==> config.mk <==
export PLATFORM = sky130hd
export DESIGN_NAME = dijkstra_matrix_shortest_path
export DESIGN_NICKNAME = d
export VERILOG_FILES = /design/src/hw/rtl/dms_pkg.sv /design/src/hw/rtl/dms_ram.sv /design/src/hw/rtl/dms_datapath.sv /design/src/hw/rtl/dms_ctrl.sv /design/src/hw/rtl/dijkstra_matrix_shortest_path.sv
export SDC_FILE = /design/constraint.sdc
export NUM_CORES = 2
export LEC_CHECK = 0
export BUFFER_PORTS_ARGS = -buffer_cell sky130_fd_sc_hd__buf_4
export CAP_MARGIN = 20
export CORE_MARGIN = 2
export CORE_UTILIZATION = 48
export DETAILED_ROUTE_END_ITERATION = 16
export PLACE_DENSITY_LB_ADDON = 0.2
export SLEW_MARGIN = 25
export SYNTH_ARGS = -nofsm -noshare
export SYNTH_HDL_FRONTEND = slang
export SYNTH_SLANG_ARGS = --single-unit
==> constraint.sdc <==
create_clock -name clock -period 15.97 [get_ports clock]
set_input_delay 1.597 -clock clock [delete_from_list [all_inputs] [get_ports clock]]
set_output_delay 1.597 -clock clock [all_outputs]
set_load 0.01 [all_outputs]
==> src/hw/rtl/dms_pkg.sv <==
// Shared types and constants of the shortest-path block.
package dms_pkg;

   localparam int DIST_W      = 27;
   localparam int NODE_CNT_W  = 4;
   localparam int NO_EDGE_W   = 24;
   localparam int EDGE_IN_W   = 24;
   localparam int SUM_W       = 33;

   localparam logic [DIST_W-1:0]     DIST_MAX      = 27'd134217727;
   localparam logic [NODE_CNT_W-1:0] NODE_CNT_RST  = 4'd8;
   localparam logic [NO_EDGE_W-1:0]  NO_EDGE_RST   = 24'd9999999;

   localparam logic OP_LOAD  = 1'b0;
   localparam logic OP_START = 1'b1;

   localparam logic REG_NODE_COUNT = 1'b0;
   localparam logic REG_NO_EDGE    = 1'b1;

   typedef struct packed {
      logic load_weight;
      logic start_run;
      logic next_round;
      logic scan;
      logic init_pass;
      logic rsp_load;
      logic rsp_last;
   } ctrl_cmd_type;

   typedef struct packed {
      logic found;
      logic rsp_free;
   } dp_status_type;

endpackage

==> src/hw/rtl/dms_ram.sv <==
// Generic single-write, single-read RAM with registered read data.
module dms_ram #(
   parameter int WIDTH = 8,
   parameter int DEPTH = 4
) (
   input  logic                     clock,
   input  logic                     wr_en,
   input  logic [$clog2(DEPTH)-1:0] wr_addr,
   input  logic [WIDTH-1:0]         wr_data,
   input  logic [$clog2(DEPTH)-1:0] rd_addr,
   output logic [WIDTH-1:0]         rd_data
);

   logic [WIDTH-1:0] mem_ff [DEPTH];
   logic [WIDTH-1:0] rd_data_ff;

   always_ff @(posedge clock) begin
      if (wr_en) begin
         mem_ff[wr_addr] <= wr_data;
      end
      rd_data_ff <= mem_ff[rd_addr];
   end

   assign rd_data = rd_data_ff;

endmodule

==> src/hw/rtl/dms_datapath.sv <==
// Datapath: weight and node memories, relax and minimum-pick logic, result register.
module dms_datapath #(
   parameter int MAX_VERTICES = 8,
   parameter int WEIGHT_BITS  = 24,
   localparam int VW = $clog2(MAX_VERTICES)
) (
   input  logic                          clock,
   input  logic                          reset,
   input  dms_pkg::ctrl_cmd_type         cmd,
   input  logic [VW-1:0]                 idx,
   input  logic [VW-1:0]                 req_row,
   input  logic [VW-1:0]                 req_col,
   input  logic [dms_pkg::EDGE_IN_W-1:0] req_weight,
   input  logic [VW-1:0]                 req_src,
   input  logic [dms_pkg::NO_EDGE_W-1:0] no_edge,
   output dms_pkg::dp_status_type        status,
   output logic                          rsp_valid,
   input  logic                          rsp_ready,
   output logic [VW-1:0]                 rsp_vertex,
   output logic [dms_pkg::DIST_W-1:0]    rsp_dist,
   output logic [VW-1:0]                 rsp_pred,
   output logic                          rsp_pred_valid,
   output logic                          rsp_last
);

   localparam int WDEPTH = MAX_VERTICES * MAX_VERTICES;
   localparam int WA     = $clog2(WDEPTH);
   localparam int NODE_W = dms_pkg::DIST_W + VW + 1;

   // weight memory
   logic                   w_wr_en;
   logic [WA-1:0]          w_wr_addr;
   logic [WA-1:0]          w_rd_addr;
   logic [WEIGHT_BITS-1:0] w_rd_data;

   // node memory: {known, prior, distance}
   logic                   n_wr_en;
   logic [NODE_W-1:0]      n_wr_data;
   logic [NODE_W-1:0]      n_rd_data;

   logic [VW-1:0]                 u_ff, u_in;
   logic [VW-1:0]                 src_ff, src_in;
   logic [dms_pkg::DIST_W-1:0]    du_ff, du_in;
   logic [dms_pkg::DIST_W-1:0]    min_ff, min_in;
   logic [VW-1:0]                 pos_ff, pos_in;
   logic                          found_ff, found_in;
   logic [MAX_VERTICES-1:0]       visited_ff, visited_in;
   logic                          scan_d_ff, init_d_ff;
   logic [VW-1:0]                 w_d_ff;

   logic                          rsp_valid_ff;
   logic [VW-1:0]                 rsp_vertex_ff;
   logic [dms_pkg::DIST_W-1:0]    rsp_dist_ff;
   logic [VW-1:0]                 rsp_pred_ff;
   logic                          rsp_pred_valid_ff;
   logic                          rsp_last_ff;

   logic [dms_pkg::SUM_W-1:0]     c_ext;
   logic [dms_pkg::SUM_W-1:0]     sum;
   logic [dms_pkg::DIST_W-1:0]    sum_sat;
   logic [dms_pkg::DIST_W-1:0]    init_dist;
   logic [dms_pkg::DIST_W-1:0]    old_dist;
   logic [dms_pkg::DIST_W-1:0]    cand_dist;
   logic                          improve;
   logic                          take;

   assign w_wr_en   = cmd.load_weight && (int'(req_row) < MAX_VERTICES)
                      && (int'(req_col) < MAX_VERTICES);
   assign w_wr_addr = WA'(int'(req_row) * MAX_VERTICES + int'(req_col));
   assign w_rd_addr = WA'(int'(u_ff) * MAX_VERTICES + int'(idx));

   dms_ram #(
      .WIDTH (WEIGHT_BITS),
      .DEPTH (WDEPTH)
   ) u_weight_ram (
      .clock   (clock),
      .wr_en   (w_wr_en),
      .wr_addr (w_wr_addr),
      .wr_data (WEIGHT_BITS'(req_weight)),
      .rd_addr (w_rd_addr),
      .rd_data (w_rd_data)
   );

   dms_ram #(
      .WIDTH (NODE_W),
      .DEPTH (MAX_VERTICES)
   ) u_node_ram (
      .clock   (clock),
      .wr_en   (n_wr_en),
      .wr_addr (w_d_ff),
      .wr_data (n_wr_data),
      .rd_addr (idx),
      .rd_data (n_rd_data)
   );

   // second scan stage: the weight and the old node entry of w_d_ff are here
   always_comb begin
      c_ext     = dms_pkg::SUM_W'(w_rd_data);
      old_dist  = n_rd_data[dms_pkg::DIST_W-1:0];
      sum       = dms_pkg::SUM_W'(du_ff) + c_ext;
      sum_sat   = (sum > dms_pkg::SUM_W'(dms_pkg::DIST_MAX)) ? dms_pkg::DIST_MAX
                                                              : sum[dms_pkg::DIST_W-1:0];
      if (w_d_ff == src_ff) begin
         init_dist = '0;
      end else if (c_ext > dms_pkg::SUM_W'(dms_pkg::DIST_MAX)) begin
         init_dist = dms_pkg::DIST_MAX;
      end else begin
         init_dist = c_ext[dms_pkg::DIST_W-1:0];
      end
      improve = (c_ext != dms_pkg::SUM_W'(no_edge)) && (sum_sat < old_dist);

      if (init_d_ff) begin
         n_wr_data = {1'b0, {VW{1'b0}}, init_dist};
      end else if (improve) begin
         n_wr_data = {1'b1, u_ff, sum_sat};
      end else begin
         n_wr_data = n_rd_data;
      end
      n_wr_en   = scan_d_ff && (init_d_ff || improve);
      cand_dist = n_wr_data[dms_pkg::DIST_W-1:0];
      // min starts at the no-edge value, so one compare covers both bounds
      take      = scan_d_ff && !visited_ff[w_d_ff] && (cand_dist < min_ff);
   end

   always_comb begin
      u_in       = u_ff;
      src_in     = src_ff;
      du_in      = du_ff;
      min_in     = min_ff;
      pos_in     = pos_ff;
      found_in   = found_ff;
      visited_in = visited_ff;
      if (take) begin
         min_in   = cand_dist;
         pos_in   = w_d_ff;
         found_in = 1'b1;
      end
      if (cmd.start_run) begin
         u_in       = req_src;
         src_in     = req_src;
         min_in     = dms_pkg::DIST_W'(no_edge);
         found_in   = 1'b0;
         visited_in = '0;
         if (int'(req_src) < MAX_VERTICES) begin
            visited_in[req_src] = 1'b1;
         end
      end
      if (cmd.next_round) begin
         u_in             = pos_ff;
         du_in            = min_ff;
         min_in           = dms_pkg::DIST_W'(no_edge);
         found_in         = 1'b0;
         visited_in[pos_ff] = 1'b1;
      end
   end

   always_ff @(posedge clock) begin
      if (reset) begin
         scan_d_ff    <= 1'b0;
         init_d_ff    <= 1'b0;
         found_ff     <= 1'b0;
         visited_ff   <= '0;
         rsp_valid_ff <= 1'b0;
      end else begin
         scan_d_ff  <= cmd.scan;
         init_d_ff  <= cmd.init_pass;
         found_ff   <= found_in;
         visited_ff <= visited_in;
         if (cmd.rsp_load) begin
            rsp_valid_ff <= 1'b1;
         end else if (rsp_ready) begin
            rsp_valid_ff <= 1'b0;
         end
      end
      w_d_ff <= idx;
      u_ff   <= u_in;
      src_ff <= src_in;
      du_ff  <= du_in;
      min_ff <= min_in;
      pos_ff <= pos_in;
      if (cmd.rsp_load) begin
         rsp_vertex_ff     <= idx;
         rsp_dist_ff       <= n_rd_data[dms_pkg::DIST_W-1:0];
         rsp_pred_ff       <= n_rd_data[NODE_W-2:dms_pkg::DIST_W];
         rsp_pred_valid_ff <= n_rd_data[NODE_W-1];
         rsp_last_ff       <= cmd.rsp_last;
      end
   end

   assign status.found    = found_ff;
   assign status.rsp_free = !rsp_valid_ff || rsp_ready;

   assign rsp_valid      = rsp_valid_ff;
   assign rsp_vertex     = rsp_vertex_ff;
   assign rsp_dist       = rsp_dist_ff;
   assign rsp_pred       = rsp_pred_ff;
   assign rsp_pred_valid = rsp_pred_valid_ff;
   assign rsp_last       = rsp_last_ff;

endmodule

==> src/hw/rtl/dms_ctrl.sv <==
// Controller: sequences load, init pass, relax rounds and result readout.
module dms_ctrl #(
   parameter int MAX_VERTICES = 8,
   localparam int VW = $clog2(MAX_VERTICES),
   localparam int NW = $clog2(MAX_VERTICES + 1)
) (
   input  logic                           clock,
   input  logic                           reset,
   input  logic                           req_valid,
   output logic                           req_ready,
   input  logic                           req_op,
   input  logic [VW-1:0]                  req_src,
   input  logic [dms_pkg::NODE_CNT_W-1:0] node_count,
   input  dms_pkg::dp_status_type         status,
   output dms_pkg::ctrl_cmd_type          cmd,
   output logic [VW-1:0]                  idx
);

   typedef enum logic [2:0] {
      ST_IDLE,
      ST_SCAN,
      ST_DRAIN,
      ST_DECIDE,
      ST_OUT_RD,
      ST_OUT_WR
   } state_type;

   state_type     state_ff;
   logic [VW-1:0] idx_ff;
   logic [NW-1:0] n_ff;
   logic [NW-1:0] rounds_ff;
   logic          init_ff;

   logic [NW-1:0] n_in;
   logic          accept;
   logic          start_ok;
   logic          at_last;

   assign n_in = (int'(node_count) > MAX_VERTICES) ? NW'(MAX_VERTICES) : NW'(node_count);
   assign accept   = req_valid && req_ready;
   assign start_ok = accept && (req_op == dms_pkg::OP_START)
                     && (int'(req_src) < MAX_VERTICES) && (n_in != '0);
   assign at_last  = (NW'(idx_ff) == n_ff - NW'(1));

   assign req_ready = (state_ff == ST_IDLE);
   assign idx       = idx_ff;

   always_comb begin
      cmd             = '0;
      cmd.load_weight = accept && (req_op == dms_pkg::OP_LOAD);
      cmd.start_run   = start_ok;
      case (state_ff)
         ST_SCAN: begin
            cmd.scan      = 1'b1;
            cmd.init_pass = init_ff;
         end
         ST_DECIDE: begin
            cmd.next_round = (rounds_ff != '0) && status.found;
         end
         ST_OUT_WR: begin
            cmd.rsp_load = status.rsp_free;
            cmd.rsp_last = at_last;
         end
         default: begin
         end
      endcase
   end

   always_ff @(posedge clock) begin
      if (reset) begin
         state_ff  <= ST_IDLE;
         idx_ff    <= '0;
         n_ff      <= '0;
         rounds_ff <= '0;
         init_ff   <= 1'b0;
      end else begin
         case (state_ff)
            ST_IDLE: begin
               if (start_ok) begin
                  n_ff      <= n_in;
                  rounds_ff <= (n_in >= NW'(2)) ? n_in - NW'(2) : '0;
                  init_ff   <= 1'b1;
                  idx_ff    <= '0;
                  state_ff  <= ST_SCAN;
               end
            end
            ST_SCAN: begin
               if (at_last) begin
                  state_ff <= ST_DRAIN;
               end else begin
                  idx_ff <= idx_ff + VW'(1);
               end
            end
            ST_DRAIN: begin
               state_ff <= ST_DECIDE;
            end
            ST_DECIDE: begin
               idx_ff <= '0;
               // stop early once nothing unvisited is reachable
               if ((rounds_ff != '0) && status.found) begin
                  rounds_ff <= rounds_ff - NW'(1);
                  init_ff   <= 1'b0;
                  state_ff  <= ST_SCAN;
               end else begin
                  state_ff <= ST_OUT_RD;
               end
            end
            ST_OUT_RD: begin
               state_ff <= ST_OUT_WR;
            end
            ST_OUT_WR: begin
               if (status.rsp_free) begin
                  if (at_last) begin
                     state_ff <= ST_IDLE;
                  end else begin
                     idx_ff   <= idx_ff + VW'(1);
                     state_ff <= ST_OUT_RD;
                  end
               end
            end
            default: begin
               state_ff <= ST_IDLE;
            end
         endcase
      end
   end

endmodule

==> src/hw/rtl/dijkstra_matrix_shortest_path.sv <==
// Top level: single-source shortest paths over a stored adjacency matrix.
//
// Request beats on req_*: req_tuser selects the kind. A load beat writes one
// edge weight into the matrix memory. A start beat runs the search from its
// source vertex; one whose source is at or beyond MAX_VERTICES, or that
// comes with node_count zero, is dropped without results. A run emits one
// rsp beat per vertex in index order, with rsp_tlast on the final vertex.
// Run flow with n vertices in use: an init pass, then up to n-2 relax rounds
// (one pass over the weight row and the node memory per round, relax and
// next-minimum pick fused), then the readout, in which each result beat is
// read from the node memory (ST_OUT_RD) and then loaded into the output
// register (ST_OUT_WR). req_tready is high only between runs; a start beat
// may be taken while the last result beat still waits in the output register.
// When rsp_tready is low the result register holds its beat and the readout
// pauses. csr_* writes node_count (index 0) and no_edge_value (index 1), is
// always ready; the user must see that they are made only while the block is
// idle, as the block does not enforce it. Reset is synchronous: it returns the
// controller to idle, empties the output register and restores node_count
// to 8 and no_edge_value to 9999999. The matrix holds no reset; the user must
// see that every entry is loaded before it is used; the block does not check.
module dijkstra_matrix_shortest_path #(
   parameter int MAX_VERTICES = 8,
   parameter int WEIGHT_BITS  = 24,
   localparam int VW    = $clog2(MAX_VERTICES),
   localparam int REQ_W = ((3 * VW + dms_pkg::EDGE_IN_W) + 7) / 8 * 8,
   localparam int RSP_W = ((2 * VW + dms_pkg::DIST_W + 1) + 7) / 8 * 8
) (
   input  logic                          clock,
   input  logic                          reset,
   input  logic                          req_tvalid,
   output logic                          req_tready,
   // row_vertex, col_vertex, edge_weight, source_vertex, zero pad
   input  logic [REQ_W-1:0]              req_tdata,
   // op
   input  logic                          req_tuser,
   output logic                          rsp_tvalid,
   input  logic                          rsp_tready,
   // vertex, path_distance, predecessor, predecessor_valid, zero pad
   output logic [RSP_W-1:0]              rsp_tdata,
   output logic                          rsp_tlast,
   input  logic                          csr_valid,
   output logic                          csr_ready,
   input  logic                          csr_index,
   input  logic [dms_pkg::NO_EDGE_W-1:0] csr_data
);

   logic [dms_pkg::NODE_CNT_W-1:0] node_count_ff;
   logic [dms_pkg::NO_EDGE_W-1:0]  no_edge_ff;

   logic [VW-1:0]                 req_row;
   logic [VW-1:0]                 req_col;
   logic [dms_pkg::EDGE_IN_W-1:0] req_weight;
   logic [VW-1:0]                 req_src;

   dms_pkg::ctrl_cmd_type         cmd;
   dms_pkg::dp_status_type        status;
   logic [VW-1:0]                 idx;

   logic [VW-1:0]                 rsp_vertex;
   logic [dms_pkg::DIST_W-1:0]    rsp_dist;
   logic [VW-1:0]                 rsp_pred;
   logic                          rsp_pred_valid;

   assign req_row    = req_tdata[VW-1:0];
   assign req_col    = req_tdata[2*VW-1:VW];
   assign req_weight = req_tdata[2*VW+dms_pkg::EDGE_IN_W-1:2*VW];
   assign req_src    = req_tdata[3*VW+dms_pkg::EDGE_IN_W-1:2*VW+dms_pkg::EDGE_IN_W];

   assign csr_ready = 1'b1;

   always_ff @(posedge clock) begin
      if (reset) begin
         node_count_ff <= dms_pkg::NODE_CNT_RST;
         no_edge_ff    <= dms_pkg::NO_EDGE_RST;
      end else if (csr_valid && csr_ready) begin
         case (csr_index)
            dms_pkg::REG_NODE_COUNT: node_count_ff <= csr_data[dms_pkg::NODE_CNT_W-1:0];
            dms_pkg::REG_NO_EDGE:    no_edge_ff    <= csr_data;
            default: begin
            end
         endcase
      end
   end

   dms_ctrl #(
      .MAX_VERTICES (MAX_VERTICES)
   ) u_ctrl (
      .clock      (clock),
      .reset      (reset),
      .req_valid  (req_tvalid),
      .req_ready  (req_tready),
      .req_op     (req_tuser),
      .req_src    (req_src),
      .node_count (node_count_ff),
      .status     (status),
      .cmd        (cmd),
      .idx        (idx)
   );

   dms_datapath #(
      .MAX_VERTICES (MAX_VERTICES),
      .WEIGHT_BITS  (WEIGHT_BITS)
   ) u_datapath (
      .clock          (clock),
      .reset          (reset),
      .cmd            (cmd),
      .idx            (idx),
      .req_row        (req_row),
      .req_col        (req_col),
      .req_weight     (req_weight),
      .req_src        (req_src),
      .no_edge        (no_edge_ff),
      .status         (status),
      .rsp_valid      (rsp_tvalid),
      .rsp_ready      (rsp_tready),
      .rsp_vertex     (rsp_vertex),
      .rsp_dist       (rsp_dist),
      .rsp_pred       (rsp_pred),
      .rsp_pred_valid (rsp_pred_valid),
      .rsp_last       (rsp_tlast)
   );

   assign rsp_tdata = RSP_W'({rsp_pred_valid, rsp_pred, rsp_dist, rsp_vertex});

endmodule

==> impl_metrics.py <==
metrics = {
    "finish": {
        "multi_input_area_um2": 19210,
        "seq_area_um2": 58760,
        "syn_to_final_growth_pct": 14.71,
        "layout_common_cells": "edfxtp_1, mux4_2, clkbuf_16",
        "fin_nets": 4093,
        "layout_commonest_cell": "edfxtp_1",
        "design_area_um2": 89940,
        "finalCoreUtilization_pct": 55.38,
        "fillers": 12160,
        "drive_gt1_share_pct": 28.97,
    },
    "routing": {
        "drc_errors": 0,
        "dr.pass1.iters": 5,
        "dr_total_vias": 37507,
        "ant_nets": 0,
        "wl_per_cell_um": 30.11,
        "wl_mm": 189.2,
        "detail_route.vias_per_cell": 5.969,
        "drt-initial-drc-count": 3837,
    },
    "power_and_ir_drop": {
        "power_density_nw_per_um2": 126.5,
        "power_frac_seq_pct": 51.8,
        "pwr-share-comb_pct": 8.3,
        "ir_worst_vdd_mv": 0.1126,
        "swShare_pct": 22.81,
        "p_int_mw": 8.780,
        "pwr-share-clk_pct": 39.9,
        "power.switching_mw": 2.594,
        "p_leak_nw": 28.02,
    },
    "clock_network": {
        "postCtsResizedCells": 0,
        "post_cts_buffers": 0,
        "path_clk_slew_ns": 0.06,
        "postCtsHoldBufs": 0,
        "cts_tree": "done",
        "cts_max_level": 4,
        "numCtsBuffers": 199,
        "clock_path_buffers": 3,
        "clk_latency_ns": 0.84,
        "numClockSinks": 1995,
        "root_buffer": "clkbuf_16",
    },
    "min_path": {
        "hold_depth": 0,
        "holdCritPathClass": "reg2reg",
        "min_from": "u_datapath.min_ff[9]",
        "holdPathEnd": "u_datapath.du_ff[9]",
    },
    "worst_setup_path": {
        "cp_slowest_stage_delay_ns": 0.72,
        "crit_type": "reg2reg",
        "ff2ff_setup_slack_ns": 6.58,
        "timing.rr.end": "u_datapath.min_ff[3]",
        "crit_path_end_kind": "register",
        "startpoint_type": "register",
        "crit_slowest_cell": "o21ai_1",
        "reg2reg_from": "u_datapath.u_weight_ram.rd_data[0]",
        "ff2ff_path_depth": 29,
        "worstPathRequired_ns": 16.35,
        "cp_max_fo": 29,
        "cp.arrival_ns": 9.78,
    },
    "timing": {
        "slew_violations": 0,
        "fmax_mhz": 106.4,
        "hold_violations": 0,
        "fin_worst_skew_ns": 0.09153,
        "period_minus_slack_ns": 9.395,
        "finalSetupTns_ns": 0,
        "fin_crit_sh_pct": 58.83,
        "fin_ws_ns": 6.575,
        "setup_viol": 0,
        "worstMarginPinSlew_ns": 1.062,
        "relSlewSlack_pct": 29.03,
        "rsz0062_at_grt": "false",
    },
    "run": {
        "drv_cap": 0,
    },
    "synthesis": {
        "yosys.area_share.adder_pct": 1.302,
        "synth_cell_types": 73,
        "syn_area_um2": 78410,
        "postSynthCellCount": 3715,
        "ys_ff_latch": 1995,
        "yosys_most_used_dff": "edfxtp_1",
        "synth_top_family_by_area": "multiplexers",
        "synth_edf_count": 1879,
        "synth-seq-area-share_pct": 74.92,
        "syn_area_per_cell_um2": 21.11,
        "synth_area_leaders": "edfxtp_1, mux4_2, dfxtp_1",
        "async_flop_share_pct": 0,
        "synthSimpleGateAreaFrac_pct": 2.807,
        "synth_compound_gate_area_share_pct": 1.940,
        "synthMuxAreaShare_pct": 17.14,
        "synth_warnings": 0,
        "yosys.area.top_type": "edfxtp_1",
        "synth-xor-area-share_pct": 0.5697,
        "yosys.area.top_type_share_pct": 71.96,
    },
    "floorplanning": {
        "die_w_um": 408.2,
        "dieArea_um2": 166600,
        "boundaryPins": 115,
        "start_util_pct": 48.28,
        "die_y_um": 408.2,
        "fp-row-count": 148,
        "core_area_um2": 162400,
    },
    "place": {
        "io_buffers": 100,
        "hpwl_mm": 113.3,
        "place_area_um2": 83200,
        "dp_slack_ns": 6.526,
        "gp_congestion": 0.8690,
    },
    "global_route": {
        "antenna_found_initial": 15,
        "grt_util_all_layers_pct": 22.79,
        "grt_pass1_wl_mm": 271.6,
        "grt_overflow": 0,
        "grt_pass1_vias": 37984,
        "grt_max_degree": 111,
    },
    "status": {
        "status": "finished, final reports clean",
    },
}
registers in the layout (all words and copies together) (netlist names), 3 cells and up:
name                             cells
no_edge_ff                          24
node_count_ff                        4
u_ctrl.idx                           3
u_ctrl.n_ff                          4
u_ctrl.rounds_ff                     4
u_ctrl.state_ff                      3
u_datapath.du_ff                    27
u_datapath.min_ff                   27
u_datapath.pos_ff                    3
u_datapath.rsp_dist                 27
u_datapath.rsp_pred                  3
u_datapath.rsp_vertex                3
u_datapath.src_ff                    3
u_datapath.u_ff                      3
u_datapath.u_node_ram.mem_ff       248
u_datapath.u_node_ram.rd_data       31
u_datapath.u_weight_ram.mem_ff    1536
u_datapath.u_weight_ram.rd_data     24
u_datapath.visited_ff                8
u_datapath.w_d_ff                    3
per-layer routing:
metal	wire length [um]	global-route usage, %	up-vias
met5	55	0	-
met1	78470	31.67	20176
li1	-	-	15863
met4	4008	5.344	8
met2	94750	38.19	1206
met3	11930	3.645	254
Yosys cell counts (4+ instances only):
cell type,instances
a32oi_1,5
xnor2_1,16
nor2_1,138
xor2_1,35
a221oi_1,7
buf_1,50
edfxtp_1,1879
nor3b_1,8
nand4_1,18
inv_1,72
o211ai_1,14
or2_2,9
nor4_1,9
a21o_1,10
nand3_1,35
nand2_1,157
nand3b_1,20
nor3_1,15
clkbuf_1,122
dfxtp_1,116
o31ai_1,7
a31oi_1,14
nor2b_1,13
buf_4,8
or3_1,11
ha_1,80
o21a_1,9
a211oi_1,6
buf_2,6
a21oi_1,70
and3_1,6
o21ai_0,45
nand2b_1,11
mux2i_1,15
mux2_2,43
mux4_2,568
o21bai_1,4
and2_1,7
layout make-up:
class,instances,share of cell area (%)
flip-flops and latches,1995,65.33
multi-input cells,1464,21.36
clock buffers,264,5.887
well taps,2175,3.026
repair buffers,207,2.849
clock inverters,100,1.231
inverters,74,0.3088
diodes,5,0.01391
kinds of logic after synthesis:
| family | count (synthesis) |
|---|---|
| fa+ha+maj | 81 |
| compound gates | 229 |
| buf+inv | 261 |
| xor+xnor | 51 |
| mux | 627 |
| other cells | 2 |
| simple gates | 469 |
| flops | 1995 |
per-stage QoR:
| step | hold WS, ns | total power [mW] | instances |
|---|---|---|---|
| 4_1_cts | 0.3922 | 11.46 | 6266 |
| 3_3_place_gp | 0.4130 | 6.930 | 5862 |
| 2_1_floorplan | 0.3634 | 6.590 | 3720 |
| 6_report | 0.3921 | 11.37 | 6284 |
| 3_5_place_dp | 0.4209 | 6.948 | 5902 |
| 5_1_grt | 0.4068 | 11.75 | 6279 |
critical path: cells and delay by family, from the launching register on:
| kind | cells | cell delay (ns) |
|---|---|---|
| mux | 1 | 0.41 |
| flops | 1 | 0.45 |
| compound gates | 11 | 3.61 |
| simple gates | 9 | 2.47 |
| fa+ha+maj | 4 | 1.36 |
| buf+inv | 4 | 0.62 |
worst max-delay path by stage:
stage | slack (ns) | endpoint | depth (start not counted) | start
final | 6.58 | u_datapath.min_ff[3] | 29 | u_datapath.u_weight_ram.rd_data[0]
after global routing | 6.06 | u_datapath.min_ff[3] | 29 | u_datapath.u_weight_ram.rd_data[0]
after CTS | 6.42 | u_datapath.min_ff[3] | 29 | u_datapath.u_weight_ram.rd_data[0]
after detailed placement | 6.53 | u_datapath.min_ff[3] | 29 | u_datapath.u_weight_ram.rd_data[0]
after global placement | 6.08 | u_datapath.min_ff[3] | 29 | u_datapath.u_weight_ram.rd_data[0]
after floorplan | 7.86 | u_datapath.u_node_ram.mem_ff[2][0] | 21 | u_datapath.u_weight_ram.rd_data[0]
power groups by stage:
| stage | Clock, mW | Combinational (mW) | Sequential [mW] |
|---|---|---|---|
| 4_1_cts | 4.62 | 0.950 | 5.89 |
| 6_report | 4.54 | 0.941 | 5.89 |
| 2_1_floorplan | 0 | 0.624 | 5.97 |
| 3_5_place_dp | 0 | 0.947 | 6.00 |
| 5_1_grt | 4.82 | 1.03 | 5.89 |
| 3_3_place_gp | 0 | 0.931 | 6.00 |
No activity file was read; power rests on OpenSTA's default activity.
